File: src/rtl/fertigation_dose_sequencer_unit_macros.svh
// Assertion macros shared by the dose sequencer RTL.
`ifndef FERTIGATION_DOSE_SEQUENCER_UNIT_MACROS_SVH
`define FERTIGATION_DOSE_SEQUENCER_UNIT_MACROS_SVH

// Same-cycle implication, sampled on clk_i, off during reset.
`define FDS_ASSERT_NOW(label, ante, cons) \
  label: assert property (@(posedge clk_i) disable iff (!rst_ni) (ante) |-> (cons)) \
    else $error("fds check failed");

// Next-cycle implication, sampled on clk_i, off during reset.
`define FDS_ASSERT_NEXT(label, ante, cons) \
  label: assert property (@(posedge clk_i) disable iff (!rst_ni) (ante) |=> (cons)) \
    else $error("fds check failed");

`endif

File: src/rtl/fds_pkg.sv
// Types and constants of the fertigation dose sequencer.
package fds_pkg;

  typedef enum logic [2:0] {
    PH_IDLE   = 3'd0,
    PH_FILL   = 3'd1,
    PH_PHDOSE = 3'd2,
    PH_ECDOSE = 3'd3,
    PH_IRR    = 3'd4,
    PH_FLUSH  = 3'd5,
    PH_ERROR  = 3'd6
  } fds_phase_e;

  typedef enum logic [2:0] {
    CFG_RUN_MODE      = 3'd0,
    CFG_PH_TARGET     = 3'd1,
    CFG_PH_BAND       = 3'd2,
    CFG_EC_TARGET     = 3'd3,
    CFG_EC_BAND       = 3'd4,
    CFG_FLUSH_SECONDS = 3'd5,
    CFG_DOSE_PULSE_MS = 3'd6
  } fds_cfg_idx_e;

  // Relay bit positions.
  localparam int unsigned RLY_WATER   = 0;
  localparam int unsigned RLY_STIRRER = 1;
  localparam int unsigned RLY_BASE    = 2;
  localparam int unsigned RLY_FERT    = 3;
  localparam int unsigned RLY_FLUSH   = 4;
  localparam int unsigned RLY_ALARM   = 5;
  localparam int unsigned NUM_RELAYS  = 6;

  localparam int unsigned CFG_DATA_W = 20;
  localparam int unsigned FLUSH_MS_W = 22;

  localparam logic [FLUSH_MS_W-1:0] MS_PER_S = 22'd1000;

  // Register reset values.
  localparam logic        RST_RUN_MODE  = 1'b0;
  localparam logic [10:0] RST_PH_TARGET = 11'd650;
  localparam logic [10:0] RST_PH_BAND   = 11'd50;
  localparam logic [13:0] RST_EC_TARGET = 14'd1500;
  localparam logic [13:0] RST_EC_BAND   = 14'd200;
  localparam logic [11:0] RST_FLUSH_S   = 12'd30;
  localparam logic [19:0] RST_PULSE_MS  = 20'd2000;

  typedef struct packed {
    logic [31:0] now_ms;
    logic [10:0] ph_reading;
    logic [13:0] ec_reading;
    logic        ph_ok;
    logic        ec_ok;
  } fds_in_t;

  typedef struct packed {
    logic       water_on;
    logic       stirrer_on;
    logic       base_on;
    logic       fert_on;
    logic       flush_on;
    logic       alarm_on;
    logic [2:0] cur_phase;
    logic       dosing;
  } fds_out_t;

endpackage

File: src/rtl/fertigation_dose_sequencer_unit.sv
// Top level of the fertigation dose sequencer: phase control, relays and dose pulses.
//
//  Channel | Direction | Handshake               | Payload
//  --------+-----------+-------------------------+---------------------------
//  in      | input     | in_valid_i / in_ready_o | in_data_i  (fds_in_t)
//  out     | output    | out_valid_o/out_ready_i | out_data_o (fds_out_t)
//  cfg     | input     | cfg_we_i (no wait)      | cfg_idx_i, cfg_data_i
//
// One tick transaction a cycle while the result side does not stall; a tick
// passes the input register, then one pass of compare logic into the result
// register, which also updates the sequencer state. Reset puts every
// configuration register at its default and the sequencer at idle with all
// relays off. A stalled result holds in the output register while one further
// tick waits in the input register; further input then stalls.
module fertigation_dose_sequencer_unit #(
  parameter int unsigned FILL_LIMIT_MS = 30000,
  parameter int unsigned FILL_DONE_MS  = 15000,
  parameter int unsigned IRRIGATE_MS   = 60000,
  parameter bit          SIM_BUILD     = 1'b0
) (
  input  logic                            clk_i,
  input  logic                            rst_ni,
  input  logic                            in_valid_i,
  output logic                            in_ready_o,
  input  fds_pkg::fds_in_t                in_data_i,
  output logic                            out_valid_o,
  input  logic                            out_ready_i,
  output fds_pkg::fds_out_t               out_data_o,
  input  logic                            cfg_we_i,
  input  logic [2:0]                      cfg_idx_i,
  input  logic [fds_pkg::CFG_DATA_W-1:0]  cfg_data_i
);

  // Configuration registers.
  logic        run_mode_q;
  logic [10:0] ph_target_q, ph_band_q;
  logic [13:0] ec_target_q, ec_band_q;
  logic [11:0] flush_s_q;
  logic [19:0] pulse_ms_q;

  // Input register and result register.
  logic              in_valid_q;
  fds_pkg::fds_in_t  in_q;
  logic              out_valid_q;
  fds_pkg::fds_out_t out_q;
  fds_pkg::fds_out_t out_d;

  // Sequencer state.
  fds_pkg::fds_phase_e                 phase_q, phase_d;
  logic [31:0]                         start_q, start_d;
  logic [31:0]                         last_dose_q, last_dose_d;
  logic                                dose_q, dose_d;
  logic                                pump_sel_q, pump_sel_d;
  logic [fds_pkg::NUM_RELAYS-1:0]      relays_q, relays_d;

  logic fire;
  logic run_tick;
  logic manual_write;

  // Decode of the tick under work.
  logic                        err_trip;
  fds_pkg::fds_phase_e         cur_phase;
  logic [31:0]                 start_eff;
  logic [31:0]                 elapsed;
  logic [31:0]                 since_dose;
  logic [31:0]                 pulse_32;
  logic [fds_pkg::FLUSH_MS_W-1:0] flush_ms;
  logic                        fill_limit, fill_done, irr_done, flush_done;
  logic                        dose_ready, pulse_over;
  logic [11:0]                 ph_sum, ph_hi;
  logic [14:0]                 ec_sum, ec_hi;
  logic                        ph_low, ph_high, ph_in;
  logic                        ec_low, ec_high, ec_in;

  // Advance the work stage when the result register is free or being drained.
  assign fire         = in_valid_q && (!out_valid_q || out_ready_i);
  assign run_tick     = fire && !run_mode_q;
  assign in_ready_o   = !in_valid_q || fire;
  assign manual_write = cfg_we_i && (cfg_idx_i == fds_pkg::CFG_RUN_MODE) && cfg_data_i[0];

  // ---------------------------------------------------------------------------
  // Configuration port: index beyond the list is dropped by the default arm.
  // ---------------------------------------------------------------------------
  always_ff @(posedge clk_i or negedge rst_ni) begin
    if (!rst_ni) begin
      run_mode_q  <= fds_pkg::RST_RUN_MODE;
      ph_target_q <= fds_pkg::RST_PH_TARGET;
      ph_band_q   <= fds_pkg::RST_PH_BAND;
      ec_target_q <= fds_pkg::RST_EC_TARGET;
      ec_band_q   <= fds_pkg::RST_EC_BAND;
      flush_s_q   <= fds_pkg::RST_FLUSH_S;
      pulse_ms_q  <= fds_pkg::RST_PULSE_MS;
    end else if (cfg_we_i) begin
      unique case (cfg_idx_i)
        fds_pkg::CFG_RUN_MODE:      run_mode_q  <= cfg_data_i[0];
        fds_pkg::CFG_PH_TARGET:     ph_target_q <= cfg_data_i[10:0];
        fds_pkg::CFG_PH_BAND:       ph_band_q   <= cfg_data_i[10:0];
        fds_pkg::CFG_EC_TARGET:     ec_target_q <= cfg_data_i[13:0];
        fds_pkg::CFG_EC_BAND:       ec_band_q   <= cfg_data_i[13:0];
        fds_pkg::CFG_FLUSH_SECONDS: flush_s_q   <= cfg_data_i[11:0];
        fds_pkg::CFG_DOSE_PULSE_MS: pulse_ms_q  <= cfg_data_i[19:0];
        default: ;
      endcase
    end
  end

  // ---------------------------------------------------------------------------
  // Input register: take a tick when empty or when the held one moves on.
  // ---------------------------------------------------------------------------
  always_ff @(posedge clk_i or negedge rst_ni) begin
    if (!rst_ni) begin
      in_valid_q <= 1'b0;
    end else if (in_ready_o) begin
      in_valid_q <= in_valid_i;
    end
  end

  always_ff @(posedge clk_i) begin
    if (in_valid_i && in_ready_o) begin
      in_q <= in_data_i;
    end
  end

  // ---------------------------------------------------------------------------
  // Shared decode. Unless SIM_BUILD is set, an invalid sensor forces the error
  // phase before dispatch; the phase start time only moves on first entry into error.
  // ---------------------------------------------------------------------------
  assign err_trip  = !(in_q.ph_ok && in_q.ec_ok) && !SIM_BUILD;
  assign cur_phase = err_trip ? fds_pkg::PH_ERROR : phase_q;
  assign start_eff = (err_trip && (phase_q != fds_pkg::PH_ERROR)) ? in_q.now_ms : start_q;

  // Time differences wrap modulo 2^32.
  assign elapsed    = in_q.now_ms - start_eff;
  assign since_dose = in_q.now_ms - last_dose_q;
  assign pulse_32   = {12'd0, pulse_ms_q};
  assign flush_ms   = fds_pkg::FLUSH_MS_W'(flush_s_q) * fds_pkg::MS_PER_S;

  assign fill_limit = elapsed > 32'(FILL_LIMIT_MS);
  assign fill_done  = elapsed > 32'(FILL_DONE_MS);
  assign irr_done   = elapsed > 32'(IRRIGATE_MS);
  assign flush_done = elapsed > {10'd0, flush_ms};
  assign dose_ready = since_dose >= pulse_32;
  assign pulse_over = elapsed >= pulse_32;

  // Band tests without signed bounds: below means reading + band < target.
  assign ph_sum  = {1'b0, in_q.ph_reading} + {1'b0, ph_band_q};
  assign ph_hi   = {1'b0, ph_target_q} + {1'b0, ph_band_q};
  assign ph_low  = ph_sum < {1'b0, ph_target_q};
  assign ph_high = {1'b0, in_q.ph_reading} > ph_hi;
  assign ph_in   = !ph_low && !ph_high;

  assign ec_sum  = {1'b0, in_q.ec_reading} + {1'b0, ec_band_q};
  assign ec_hi   = {1'b0, ec_target_q} + {1'b0, ec_band_q};
  assign ec_low  = ec_sum < {1'b0, ec_target_q};
  assign ec_high = {1'b0, in_q.ec_reading} > ec_hi;
  assign ec_in   = !ec_low && !ec_high;

  // ---------------------------------------------------------------------------
  // Next state: phase, start time, dose pulse bookkeeping.
  // ---------------------------------------------------------------------------
  always_comb begin
    phase_d     = phase_q;
    start_d     = start_q;
    last_dose_d = last_dose_q;
    dose_d      = dose_q;
    pump_sel_d  = pump_sel_q;
    if (manual_write) begin
      // Manual hold: park at idle and drop any pulse in flight.
      phase_d = fds_pkg::PH_IDLE;
      dose_d  = 1'b0;
    end else if (run_tick) begin
      phase_d = cur_phase;
      start_d = start_eff;
      unique case (cur_phase)
        fds_pkg::PH_IDLE: begin
          phase_d = fds_pkg::PH_FILL;
          start_d = in_q.now_ms;
        end
        fds_pkg::PH_FILL: begin
          if (fill_limit || fill_done) begin
            phase_d = fds_pkg::PH_PHDOSE;
            start_d = in_q.now_ms;
          end
        end
        fds_pkg::PH_PHDOSE, fds_pkg::PH_ECDOSE: begin
          priority if ((cur_phase == fds_pkg::PH_PHDOSE) ? ph_in : ec_in) begin
            dose_d  = 1'b0;
            phase_d = (cur_phase == fds_pkg::PH_PHDOSE) ? fds_pkg::PH_ECDOSE
                                                         : fds_pkg::PH_IRR;
            start_d = in_q.now_ms;
          end else if ((cur_phase == fds_pkg::PH_PHDOSE) ? ph_low : ec_low) begin
            if (!dose_q) begin
              // Start a pulse once the hold-off since the last one has run out.
              if (dose_ready) begin
                dose_d     = 1'b1;
                pump_sel_d = (cur_phase == fds_pkg::PH_ECDOSE);
                start_d    = in_q.now_ms;
              end
            end else if (pulse_over) begin
              dose_d      = 1'b0;
              last_dose_d = in_q.now_ms;
            end
          end else begin
            // Too high: nothing can lower it, so move on and leave the pumps.
            phase_d = (cur_phase == fds_pkg::PH_PHDOSE) ? fds_pkg::PH_ECDOSE
                                                         : fds_pkg::PH_IRR;
            start_d = in_q.now_ms;
          end
        end
        fds_pkg::PH_IRR: begin
          if (irr_done) begin
            phase_d = fds_pkg::PH_FLUSH;
            start_d = in_q.now_ms;
          end
        end
        fds_pkg::PH_FLUSH: begin
          if (flush_done) begin
            phase_d = fds_pkg::PH_IDLE;
            start_d = in_q.now_ms;
          end
        end
        fds_pkg::PH_ERROR: ;
        default: begin
          // Unused code: hold everything.
          phase_d = phase_q;
          start_d = start_q;
        end
      endcase
    end
  end

  // ---------------------------------------------------------------------------
  // Relay outputs.
  // ---------------------------------------------------------------------------
  always_comb begin
    relays_d = relays_q;
    if (run_tick) begin
      unique case (cur_phase)
        fds_pkg::PH_IDLE: begin
          relays_d                         = '0;
          relays_d[fds_pkg::RLY_WATER]   = 1'b1;
          relays_d[fds_pkg::RLY_STIRRER] = 1'b1;
        end
        fds_pkg::PH_FILL: begin
          relays_d[fds_pkg::RLY_WATER] = 1'b1;
          if (fill_limit) begin
            relays_d[fds_pkg::RLY_WATER]   = 1'b0;
            relays_d[fds_pkg::RLY_STIRRER] = 1'b0;
          end else if (fill_done) begin
            relays_d[fds_pkg::RLY_WATER] = 1'b0;
          end
        end
        fds_pkg::PH_PHDOSE, fds_pkg::PH_ECDOSE: begin
          priority if ((cur_phase == fds_pkg::PH_PHDOSE) ? ph_in : ec_in) begin
            if (cur_phase == fds_pkg::PH_PHDOSE) begin
              relays_d[fds_pkg::RLY_BASE] = 1'b0;
            end else begin
              relays_d[fds_pkg::RLY_FERT] = 1'b0;
            end
          end else if ((cur_phase == fds_pkg::PH_PHDOSE) ? ph_low : ec_low) begin
            if (!dose_q) begin
              if (dose_ready) begin
                if (cur_phase == fds_pkg::PH_PHDOSE) begin
                  relays_d[fds_pkg::RLY_BASE] = 1'b1;
                end else begin
                  relays_d[fds_pkg::RLY_FERT] = 1'b1;
                end
              end
            end else if (pulse_over) begin
              // End the pending pulse on whichever pump started it.
              if (pump_sel_q) begin
                relays_d[fds_pkg::RLY_FERT] = 1'b0;
              end else begin
                relays_d[fds_pkg::RLY_BASE] = 1'b0;
              end
            end
          end else begin
            relays_d = relays_q;
          end
        end
        fds_pkg::PH_IRR: begin
          relays_d[fds_pkg::RLY_WATER] = 1'b1;
          relays_d[fds_pkg::RLY_FERT]  = 1'b0;
          relays_d[fds_pkg::RLY_BASE]  = 1'b0;
          if (irr_done) begin
            relays_d[fds_pkg::RLY_WATER] = 1'b0;
            relays_d[fds_pkg::RLY_FLUSH] = 1'b1;
          end
        end
        fds_pkg::PH_FLUSH: begin
          relays_d = '0;
          if (!flush_done) begin
            relays_d[fds_pkg::RLY_FLUSH] = 1'b1;
            relays_d[fds_pkg::RLY_WATER] = 1'b1;
          end
        end
        fds_pkg::PH_ERROR: begin
          relays_d                     = '0;
          relays_d[fds_pkg::RLY_ALARM] = 1'b1;
        end
        default: relays_d = relays_q;
      endcase
    end
  end

  always_comb begin
    out_d.water_on   = relays_d[fds_pkg::RLY_WATER];
    out_d.stirrer_on = relays_d[fds_pkg::RLY_STIRRER];
    out_d.base_on    = relays_d[fds_pkg::RLY_BASE];
    out_d.fert_on    = relays_d[fds_pkg::RLY_FERT];
    out_d.flush_on   = relays_d[fds_pkg::RLY_FLUSH];
    out_d.alarm_on   = relays_d[fds_pkg::RLY_ALARM];
    out_d.cur_phase  = phase_d;
    out_d.dosing     = dose_d;
  end

  // ---------------------------------------------------------------------------
  // State and result registers.
  // ---------------------------------------------------------------------------
  always_ff @(posedge clk_i or negedge rst_ni) begin
    if (!rst_ni) begin
      phase_q     <= fds_pkg::PH_IDLE;
      start_q     <= '0;
      last_dose_q <= '0;
      dose_q      <= 1'b0;
      pump_sel_q  <= 1'b0;
      relays_q    <= '0;
    end else begin
      phase_q     <= phase_d;
      start_q     <= start_d;
      last_dose_q <= last_dose_d;
      dose_q      <= dose_d;
      pump_sel_q  <= pump_sel_d;
      relays_q    <= relays_d;
    end
  end

  always_ff @(posedge clk_i or negedge rst_ni) begin
    if (!rst_ni) begin
      out_valid_q <= 1'b0;
    end else if (fire) begin
      out_valid_q <= 1'b1;
    end else if (out_ready_i) begin
      out_valid_q <= 1'b0;
    end
  end

  always_ff @(posedge clk_i) begin
    if (fire) begin
      out_q <= out_d;
    end
  end

  assign out_valid_o = out_valid_q;
  assign out_data_o  = out_q;

  // ---------------------------------------------------------------------------
  // Assertions.
  // ---------------------------------------------------------------------------
  `include "fertigation_dose_sequencer_unit_macros.svh"

  `FDS_ASSERT_NEXT(a_in_hold, in_valid_q && !fire, in_valid_q)
  `FDS_ASSERT_NEXT(a_fire_gives_result, fire, out_valid_q)
  `FDS_ASSERT_NEXT(a_state_quiet, !fire && !cfg_we_i, $stable(phase_q) && $stable(dose_q) && $stable(relays_q))
  `FDS_ASSERT_NEXT(a_manual_parks, manual_write, (phase_q == fds_pkg::PH_IDLE) && !dose_q)
  `FDS_ASSERT_NEXT(a_error_trip, run_tick && err_trip, (phase_q == fds_pkg::PH_ERROR) && (relays_q == 6'b100000))

endmodule

File: config.mk
export PLATFORM = sky130hd
export DESIGN_NAME = fertigation_dose_sequencer_unit
export DESIGN_NICKNAME = d
export VERILOG_FILES = /design/src/rtl/fds_pkg.sv /design/src/rtl/fertigation_dose_sequencer_unit.sv
export VERILOG_INCLUDE_DIRS = /design/src /design/src/rtl
export SDC_FILE = /design/constraint.sdc
export NUM_CORES = 1
export LEC_CHECK = 0
export BUFFER_PORTS_ARGS = -buffer_cell sky130_fd_sc_hd__buf_2
export CORE_MARGIN = 2
export CORE_UTILIZATION = 30
export DETAILED_ROUTE_END_ITERATION = 7
export GPL_TIMING_DRIVEN = 0
export MAX_ROUTING_LAYER = met4
export PLACE_DENSITY = 0.52
export SYNTH_ARGS = -nofsm -noshare
export SYNTH_HDL_FRONTEND = slang
export SYNTH_SLANG_ARGS = --single-unit
File: constraint.sdc
create_clock -name clk_i -period 8.9 [get_ports clk_i]
set_input_delay 0.445 -clock clk_i [delete_from_list [all_inputs] [get_ports clk_i]]
set_output_delay 0.445 -clock clk_i [all_outputs]
set_load 0.01 [all_outputs]
# Word level (Yosys, flattened, before mapping)
# Index checks and enable logic that the tools add are counted.
[totals] reg_bits=229 input_bits=87 wordCells=152
[op_classes] add_sub_neg=6 n_mul=1 n_lt_le_gt_ge=10 eq_ne=13 muxes=53 n_bitwise=3 reduce_logical=38
[op_table] op="32-bit two-way mux" n=8
[op_table] op="32-bit case mux with 6 select lines" n=1
[op_table] op="32-bit by 20-bit >= comparator with 1-bit output" n=2
[op_table] op="32-bit subtractor" n=2
[op_table] op="32-bit by 14-bit greater-than comparator with 1-bit output, second input constant" n=1
[op_table] op="32-bit by 15-bit greater-than comparator with 1-bit output, second input constant" n=1
[op_table] op="32-bit by 16-bit greater-than comparator with 1-bit output, second input constant" n=1
[op_table] op="32-bit by 22-bit greater-than comparator with 1-bit output" n=1
[op_table] op="14-bit by 14-bit adder with 15-bit output" n=2
[op_table] op="3-bit two-way mux" n=9
[op_table] op="11-bit by 11-bit adder with 12-bit output" n=2
[op_table] op="1-bit two-way mux" n=24
[op_table] op="12-bit by 7-bit multiplier with 19-bit output, second input constant" n=1
[op_table] op="3-bit == test, second input constant" n=6
[op_table] op="3-bit case mux with 6 select lines" n=1
[op_table] op="14-bit by 15-bit greater-than comparator with 1-bit output" n=1
[op_table] op="15-bit by 14-bit less-than comparator with 1-bit output" n=1
[op_table] op="2-bit AND reduction" n=7
[op_table] op="7-bit AND reduction" n=2
[op_table] op="3-bit by 2-bit == test with 1-bit output, second input constant" n=4
[op_table] op="11-bit by 12-bit greater-than comparator with 1-bit output" n=1
[op_table] op="12-bit by 11-bit less-than comparator with 1-bit output" n=1
[op_table] op="3-bit case mux with 4 select lines" n=1
[op_table] op="2-bit two-way mux" n=5
[op_table] op="15 further kinds" n=39

# Logic depth before layout (Yosys ltp)
[logic_depth] depth_word=13 mapped_depth=32 depth_no_buf=30

# Worst setup path before layout
# Ideal clock, no wire load.
[synth_path] kind="register to register" startpoint="reg flush_s_q[2]" endpoint="reg start_q[30]" setup_ps=127 t_arrival_ps=6780 t_required_ps=8773 setup_slack_ps=1992 stages_incl_launch_ff=30 period_less_slack_ps=6908 cell_sequence="dfstp_2 -> fa_1 -> fa_1 -> inv_1 -> fa_1 -> fa_1 -> inv_1 -> ha_1 -> inv_1 -> o21ai_0 -> a21oi_1 -> o21ai_0 -> a21o_1 -> a21o_1 -> a21o_1 -> a21o_1 -> a31oi_1 -> xor2_1 -> ha_1 -> a21o_1 -> a2111oi_0 -> o2111ai_1 -> o22ai_1 -> and3_1 -> buf_2 -> nand3b_1 -> a211oi_2 -> o21ai_4 -> buf_12 -> mux2_1"
[synth_via] elab_chain_cells=4
[synth_lines] element="from (decl)" line_no="fertigation_dose_sequencer_unit.sv:38" rtl="logic [11:0] flush_s_q;"
[synth_lines] element="from (signal assigned)" line_no="fertigation_dose_sequencer_unit.sv:91" rtl="flush_s_q <= fds_pkg::RST_FLUSH_S;"
[synth_lines] element="from (signal assigned)" line_no="fertigation_dose_sequencer_unit.sv:100" rtl="fds_pkg::CFG_FLUSH_SECONDS: flush_s_q <= cfg_data_i[11:0];"
[synth_lines] element="12-bit by 7-bit multiplier with 19-bit output" line_no="fertigation_dose_sequencer_unit.sv:136" rtl="assign flush_ms = fds_pkg::FLUSH_MS_W'(flush_s_q) * fds_pkg::MS_PER_S;"
[synth_lines] element="32-bit by 22-bit greater-than comparator with 1-bit output" line_no="fertigation_dose_sequencer_unit.sv:141" rtl="assign flush_done = elapsed > {10'd0, flush_ms};"
[synth_lines] element="32-bit two-way mux" line_no="fertigation_dose_sequencer_unit.sv:217" rtl="if (flush_done) begin"
[synth_lines] element="32-bit case mux with 6 select lines" line_no="fertigation_dose_sequencer_unit.sv:174" rtl="unique case (cur_phase)"
[synth_lines] element="to (signal assigned)" line_no="fertigation_dose_sequencer_unit.sv:330" rtl="start_q <= start_d;"
[synth_lines] element="to (decl)" line_no="fertigation_dose_sequencer_unit.sv:50" rtl="logic [31:0] start_q, start_d;"
# No other way between the ends.
# A chain may end at the register's enable or synchronous reset.

# Worst setup path in the final report
[layout_path] startpoint="reg phase_q[0]" endpoint="reg start_q[12]"
[layout_via] elab_chain_cells=8 word_cells_on_any_way=30 classes_between="add/sub (1); order compare (4); eq/ne (7); mux (12); reduce/logical (6)"
[layout_lines] element="from (decl)" line_no="fertigation_dose_sequencer_unit.sv:49" rtl="fds_pkg::fds_phase_e phase_q, phase_d;"
[layout_lines] element="from (signal assigned)" line_no="fertigation_dose_sequencer_unit.sv:322" rtl="phase_q <= fds_pkg::PH_IDLE;"
[layout_lines] element="from (signal assigned)" line_no="fertigation_dose_sequencer_unit.sv:329" rtl="phase_q <= phase_d;"
[layout_lines] element="3-bit != test" line_no="fertigation_dose_sequencer_unit.sv:130" rtl="assign start_eff = (err_trip && (phase_q != fds_pkg::PH_ERROR)) ? in_q.now_ms : start_q;"
[layout_lines] element="1-bit logical AND" line_no="fertigation_dose_sequencer_unit.sv:130"
[layout_lines] element="32-bit two-way mux" line_no="fertigation_dose_sequencer_unit.sv:130"
[layout_lines] element="32-bit subtractor / 32-bit two-way mux (equally long branches)" line_no="fertigation_dose_sequencer_unit.sv:133, fertigation_dose_sequencer_unit.sv:194"
[layout_lines] element="32-bit by 15-bit greater-than comparator with 1-bit output, or another cell as far along" line_no="fertigation_dose_sequencer_unit.sv:138" rtl="assign fill_limit = elapsed > 32'(FILL_LIMIT_MS);"
[layout_lines] element="1-bit logical OR / 32-bit two-way mux (equally long branches)" line_no="fertigation_dose_sequencer_unit.sv:180, fertigation_dose_sequencer_unit.sv:191"
[layout_lines] element="32-bit two-way mux (on tied branches)" line_no="fertigation_dose_sequencer_unit.sv:180, fertigation_dose_sequencer_unit.sv:186"
[layout_lines] element="32-bit case mux with 6 select lines" line_no="fertigation_dose_sequencer_unit.sv:174"
# Several ways; a longest one is shown, not always the timed one.

==> flow_metrics.tcl <==
set metrics [dict create \
    run_status "finished, final reports clean" \
    hold-worst-slack_ns 0.0745 \
    fin_crit_ns 8.12 \
    mappedNetlistNets 2415 \
    r2r-end "start_q[12]" \
    critical-path-max-stage-delay_ns 0.93 \
    ys_types 90 \
    place.detailed.hpwl_mm 45.1 \
    seq_area_frac_synth_pct 30.8 \
    clock_tree.htree_level_count 2 \
    worstPathRequired_ns 9.34 \
    pin_count 99 \
    drtAntennaViolNets 0 \
    kind_of_critical_path "register to register" \
    synth_edf_count 69 \
    min_delay_path_depth 1 \
    timing.setup.tns_ns 0 \
    final_layout_size_suffix_gt1_share_pct 15.6 \
    timing.rr.start "phase_q[0]" \
    grt_setup_unrepaired "no" \
    dr.pass1.iters 5 \
    antenna_found_initial 3 \
    drc_violations_left 0 \
    min_delay_worst_endpoint "in_q[47]" \
    post_syn_instances 2021 \
    design_power_total_w 0.00919 \
    arrival_ns 8.55 \
    dr_total_vias 15800 \
    start_kind "register" \
    layout_worst_path_cycle_share_pct 91.2 \
    clk_pin_slew_ns 0.06 \
    numCtsBuffers 34 \
    timing.hold.worst.class "input pin to register" \
    report.final.setup_viol 0 \
    worst_setup_path_end_kind "register" \
    maxCapViolCount 0 \
    ff2ff_setup_slack_ns 0.78 \
    insertion_delay_ns 0.54 \
    die_height_um 261 \
    final_core_util_pct 34.5 \
    instances_no_fill 3051 \
    die_width_um 261 \
    globalRouteTotalUtil_pct 17.3 \
    vdd.ir_drop.worst_mv 0.382 \
    hold_startpoint "in_data_i[47]" \
    finalHoldViolations 0 \
    syn_avg_cell_area_um2 9.82 \
    largest_net_degree_at_the_start_of_global_routing 110 \
    max_freq_mhz 123 \
    floorplan.rows 94 \
    yosys_warnings 0 \
    globalplace.congestion 0.886 \
    first_pass_grt_wire_length_mm 90.1 \
    route.final.wire_length_mm 57.2 \
    critPathMaxFanout 10 \
    initial_core_util_pct 30.2 \
    synth_seq_cells 229 \
    synth-main-ff-cell "dfrtp_1" \
    wire_per_inst_um 18.7 \
    slew_headroom_pct 7.96 \
    post-cts-setup-buffers 0 \
    nNetsFinal 2552 \
    cts.sink_count 229 \
    first_iter_violations 830 \
    flow.area_growth_from_synthesis_pct 14.0 \
    fin_skew_ns 0.0241 \
    gr-total-overflow 0 \
    final-max-slew-violation-count 0 \
    post_cts_hold_buffer_count 1 \
    worst_path_max_delay_cell "a311oi_1" \
    tritoncts "yes" \
    power_leakage_nw 10.0 \
    async_flop_share_pct 69.9 \
    port-buffer-count 98 \
    power_per_cell_area_mw_per_mm2 406 \
    syn_area_mm2 0.0199 \
    placeableCoreArea_mm2 0.0656 \
    viasPerCell 5.18 \
    die_ar_mm2 0.0682 \
    worst_pin_slew_ns 1.36 \
    first_global_vias 15700 \
    reg2reg_depth 27 \
    cts.path.max_buffers 3 \
    cts-root-buf "clkbuf_16" \
    total_placed_cells_including_tap_cells 2985 \
    ctsResizeCount 0 \
]
## area by class of cell
| class | count | area (um2) |
|---|---|---|
| fillers | 6782 | 43000 |
| multi-input cells | 1540 | 12700 |
| flip-flops and latches | 229 | 6110 |
| well taps | 864 | 1080 |
| clock buffers | 53 | 1000 |
| inverters | 183 | 687 |
| repair buffers | 101 | 566 |
| plain buffers | 69 | 344 |
| clock inverters | 7 | 121 |
| diodes | 5 | 12.5 |
## placed cells by master (no fill, tap or decap), drive strengths merged, types with 19 or more instances in the layout
cell,netlist,routed
nor2b,19,19
or3,28,28
nor2,97,97
clkbuf,43,96
dfstp,27,27
mux2,126,126
buf,26,126
xor2,31,31
o21bai,24,24
a21o,60,60
nand4,28,28
nand2,103,103
mux2i,36,36
o21ai,89,89
edfxtp,69,69
ha,263,263
o21a,30,30
inv,183,185
nor3,29,29
o31ai,23,23
a21oi,153,153
dfrtp,133,133
xnor2,64,64
fa,44,44
nand3,37,37
## synth_stat cells (all sizes together), types with 31 or more instances
library cell	instances	area share [%]
nand2	103	1.9
edfxtp	69	10
a21oi	153	3.9
dfrtp	133	17
mux2i	36	1.8
a21o	60	2.3
xnor2	64	2.8
clkbuf	43	0.81
fa	44	4.4
xor2	31	1.4
nand3	37	0.93
o21ai	89	2.3
nor2	97	1.9
ha	263	17
mux2	126	7.5
inv	183	3.5
## flip-flops by register name (all words and copies together) (netlist names)
| name | flops |
|---|---|
| out_valid_o | 1 |
| ec_band_q | 14 |
| last_dose_q | 32 |
| ph_target_q | 11 |
| start_q | 32 |
| pump_sel_q | 1 |
| phase_q | 3 |
| dose_q | 1 |
| ph_band_q | 11 |
| ec_target_q | 14 |
| run_mode_q | 1 |
| in_q | 59 |
| pulse_ms_q | 20 |
| relays_q | 6 |
| in_valid_q | 1 |
| out_data_o | 10 |
| flush_s_q | 12 |
## how the worst max path moves through the flow
stage | depth (start not counted) | end | startpoint | slack [ns]
6_report | 27 | start_q[12] | phase_q[0] | 0.78
5_1_grt | 25 | start_q[13] | phase_q[0] | 0.27
4_1_cts | 25 | start_q[12] | phase_q[0] | 0.70
3_5_place_dp | 25 | start_q[12] | phase_q[0] | 0.75
3_3_place_gp | 27 | start_q[30] | phase_q[0] | 0.76
2_1_floorplan | 29 | start_q[30] | flush_s_q[2] | 1.99
## critical path, delay by kind of cell (launching register included)
kind | cells | cell delay [ns]
AO/OA/AOI/OAI | 8 | 2.45
flip-flops | 1 | 0.35
adder cells (fa/ha/maj) | 2 | 0.73
multiplexers | 1 | 0.28
AND/OR/NAND/NOR | 11 | 2.08
buffers and inverters | 5 | 2.11
## power breakdown
group,switching [W],internal (W)
Clock,0.000506,0.000863
Combinational,0.00354,0.00278
Sequential,0.000184,0.00133
## stage by stage
stage / setup slack [ns] / instance area, um2
floorplan: 1.99 / 19900
CTS: 0.697 / 22600
detailed placement: 0.750 / 21500
finish: 0.784 / 22600
global route: 0.270 / 22600
global placement: 0.761 / 21400
## logic make-up (layout without fill, tap and decap cells)
kind of cell               after synthesis  count (layout)  synth area share [%]
buffers and inverters                  252             413                  5.19
and+or+nand+nor                        434             434                  11.1
muxes                                  162             162                  9.30
other                                    0               5                     0
xor gates and xnor gates                95              95                  4.23
AOI/OAI and AO/OA                      542             542                  18.3
adders and majority gates              307             307                  21.0
DFF                                    229             229                  30.8
## metal layers
layer,track usage (%),routed length [um],part of all wire [%]
met3,2.09,2180,3.8
met2,27.4,26200,46
met1,23.3,27300,48
met5,-,0,0
met4,5.03,1560,2.7
Note: power is estimated with default switching activity, not from simulation.
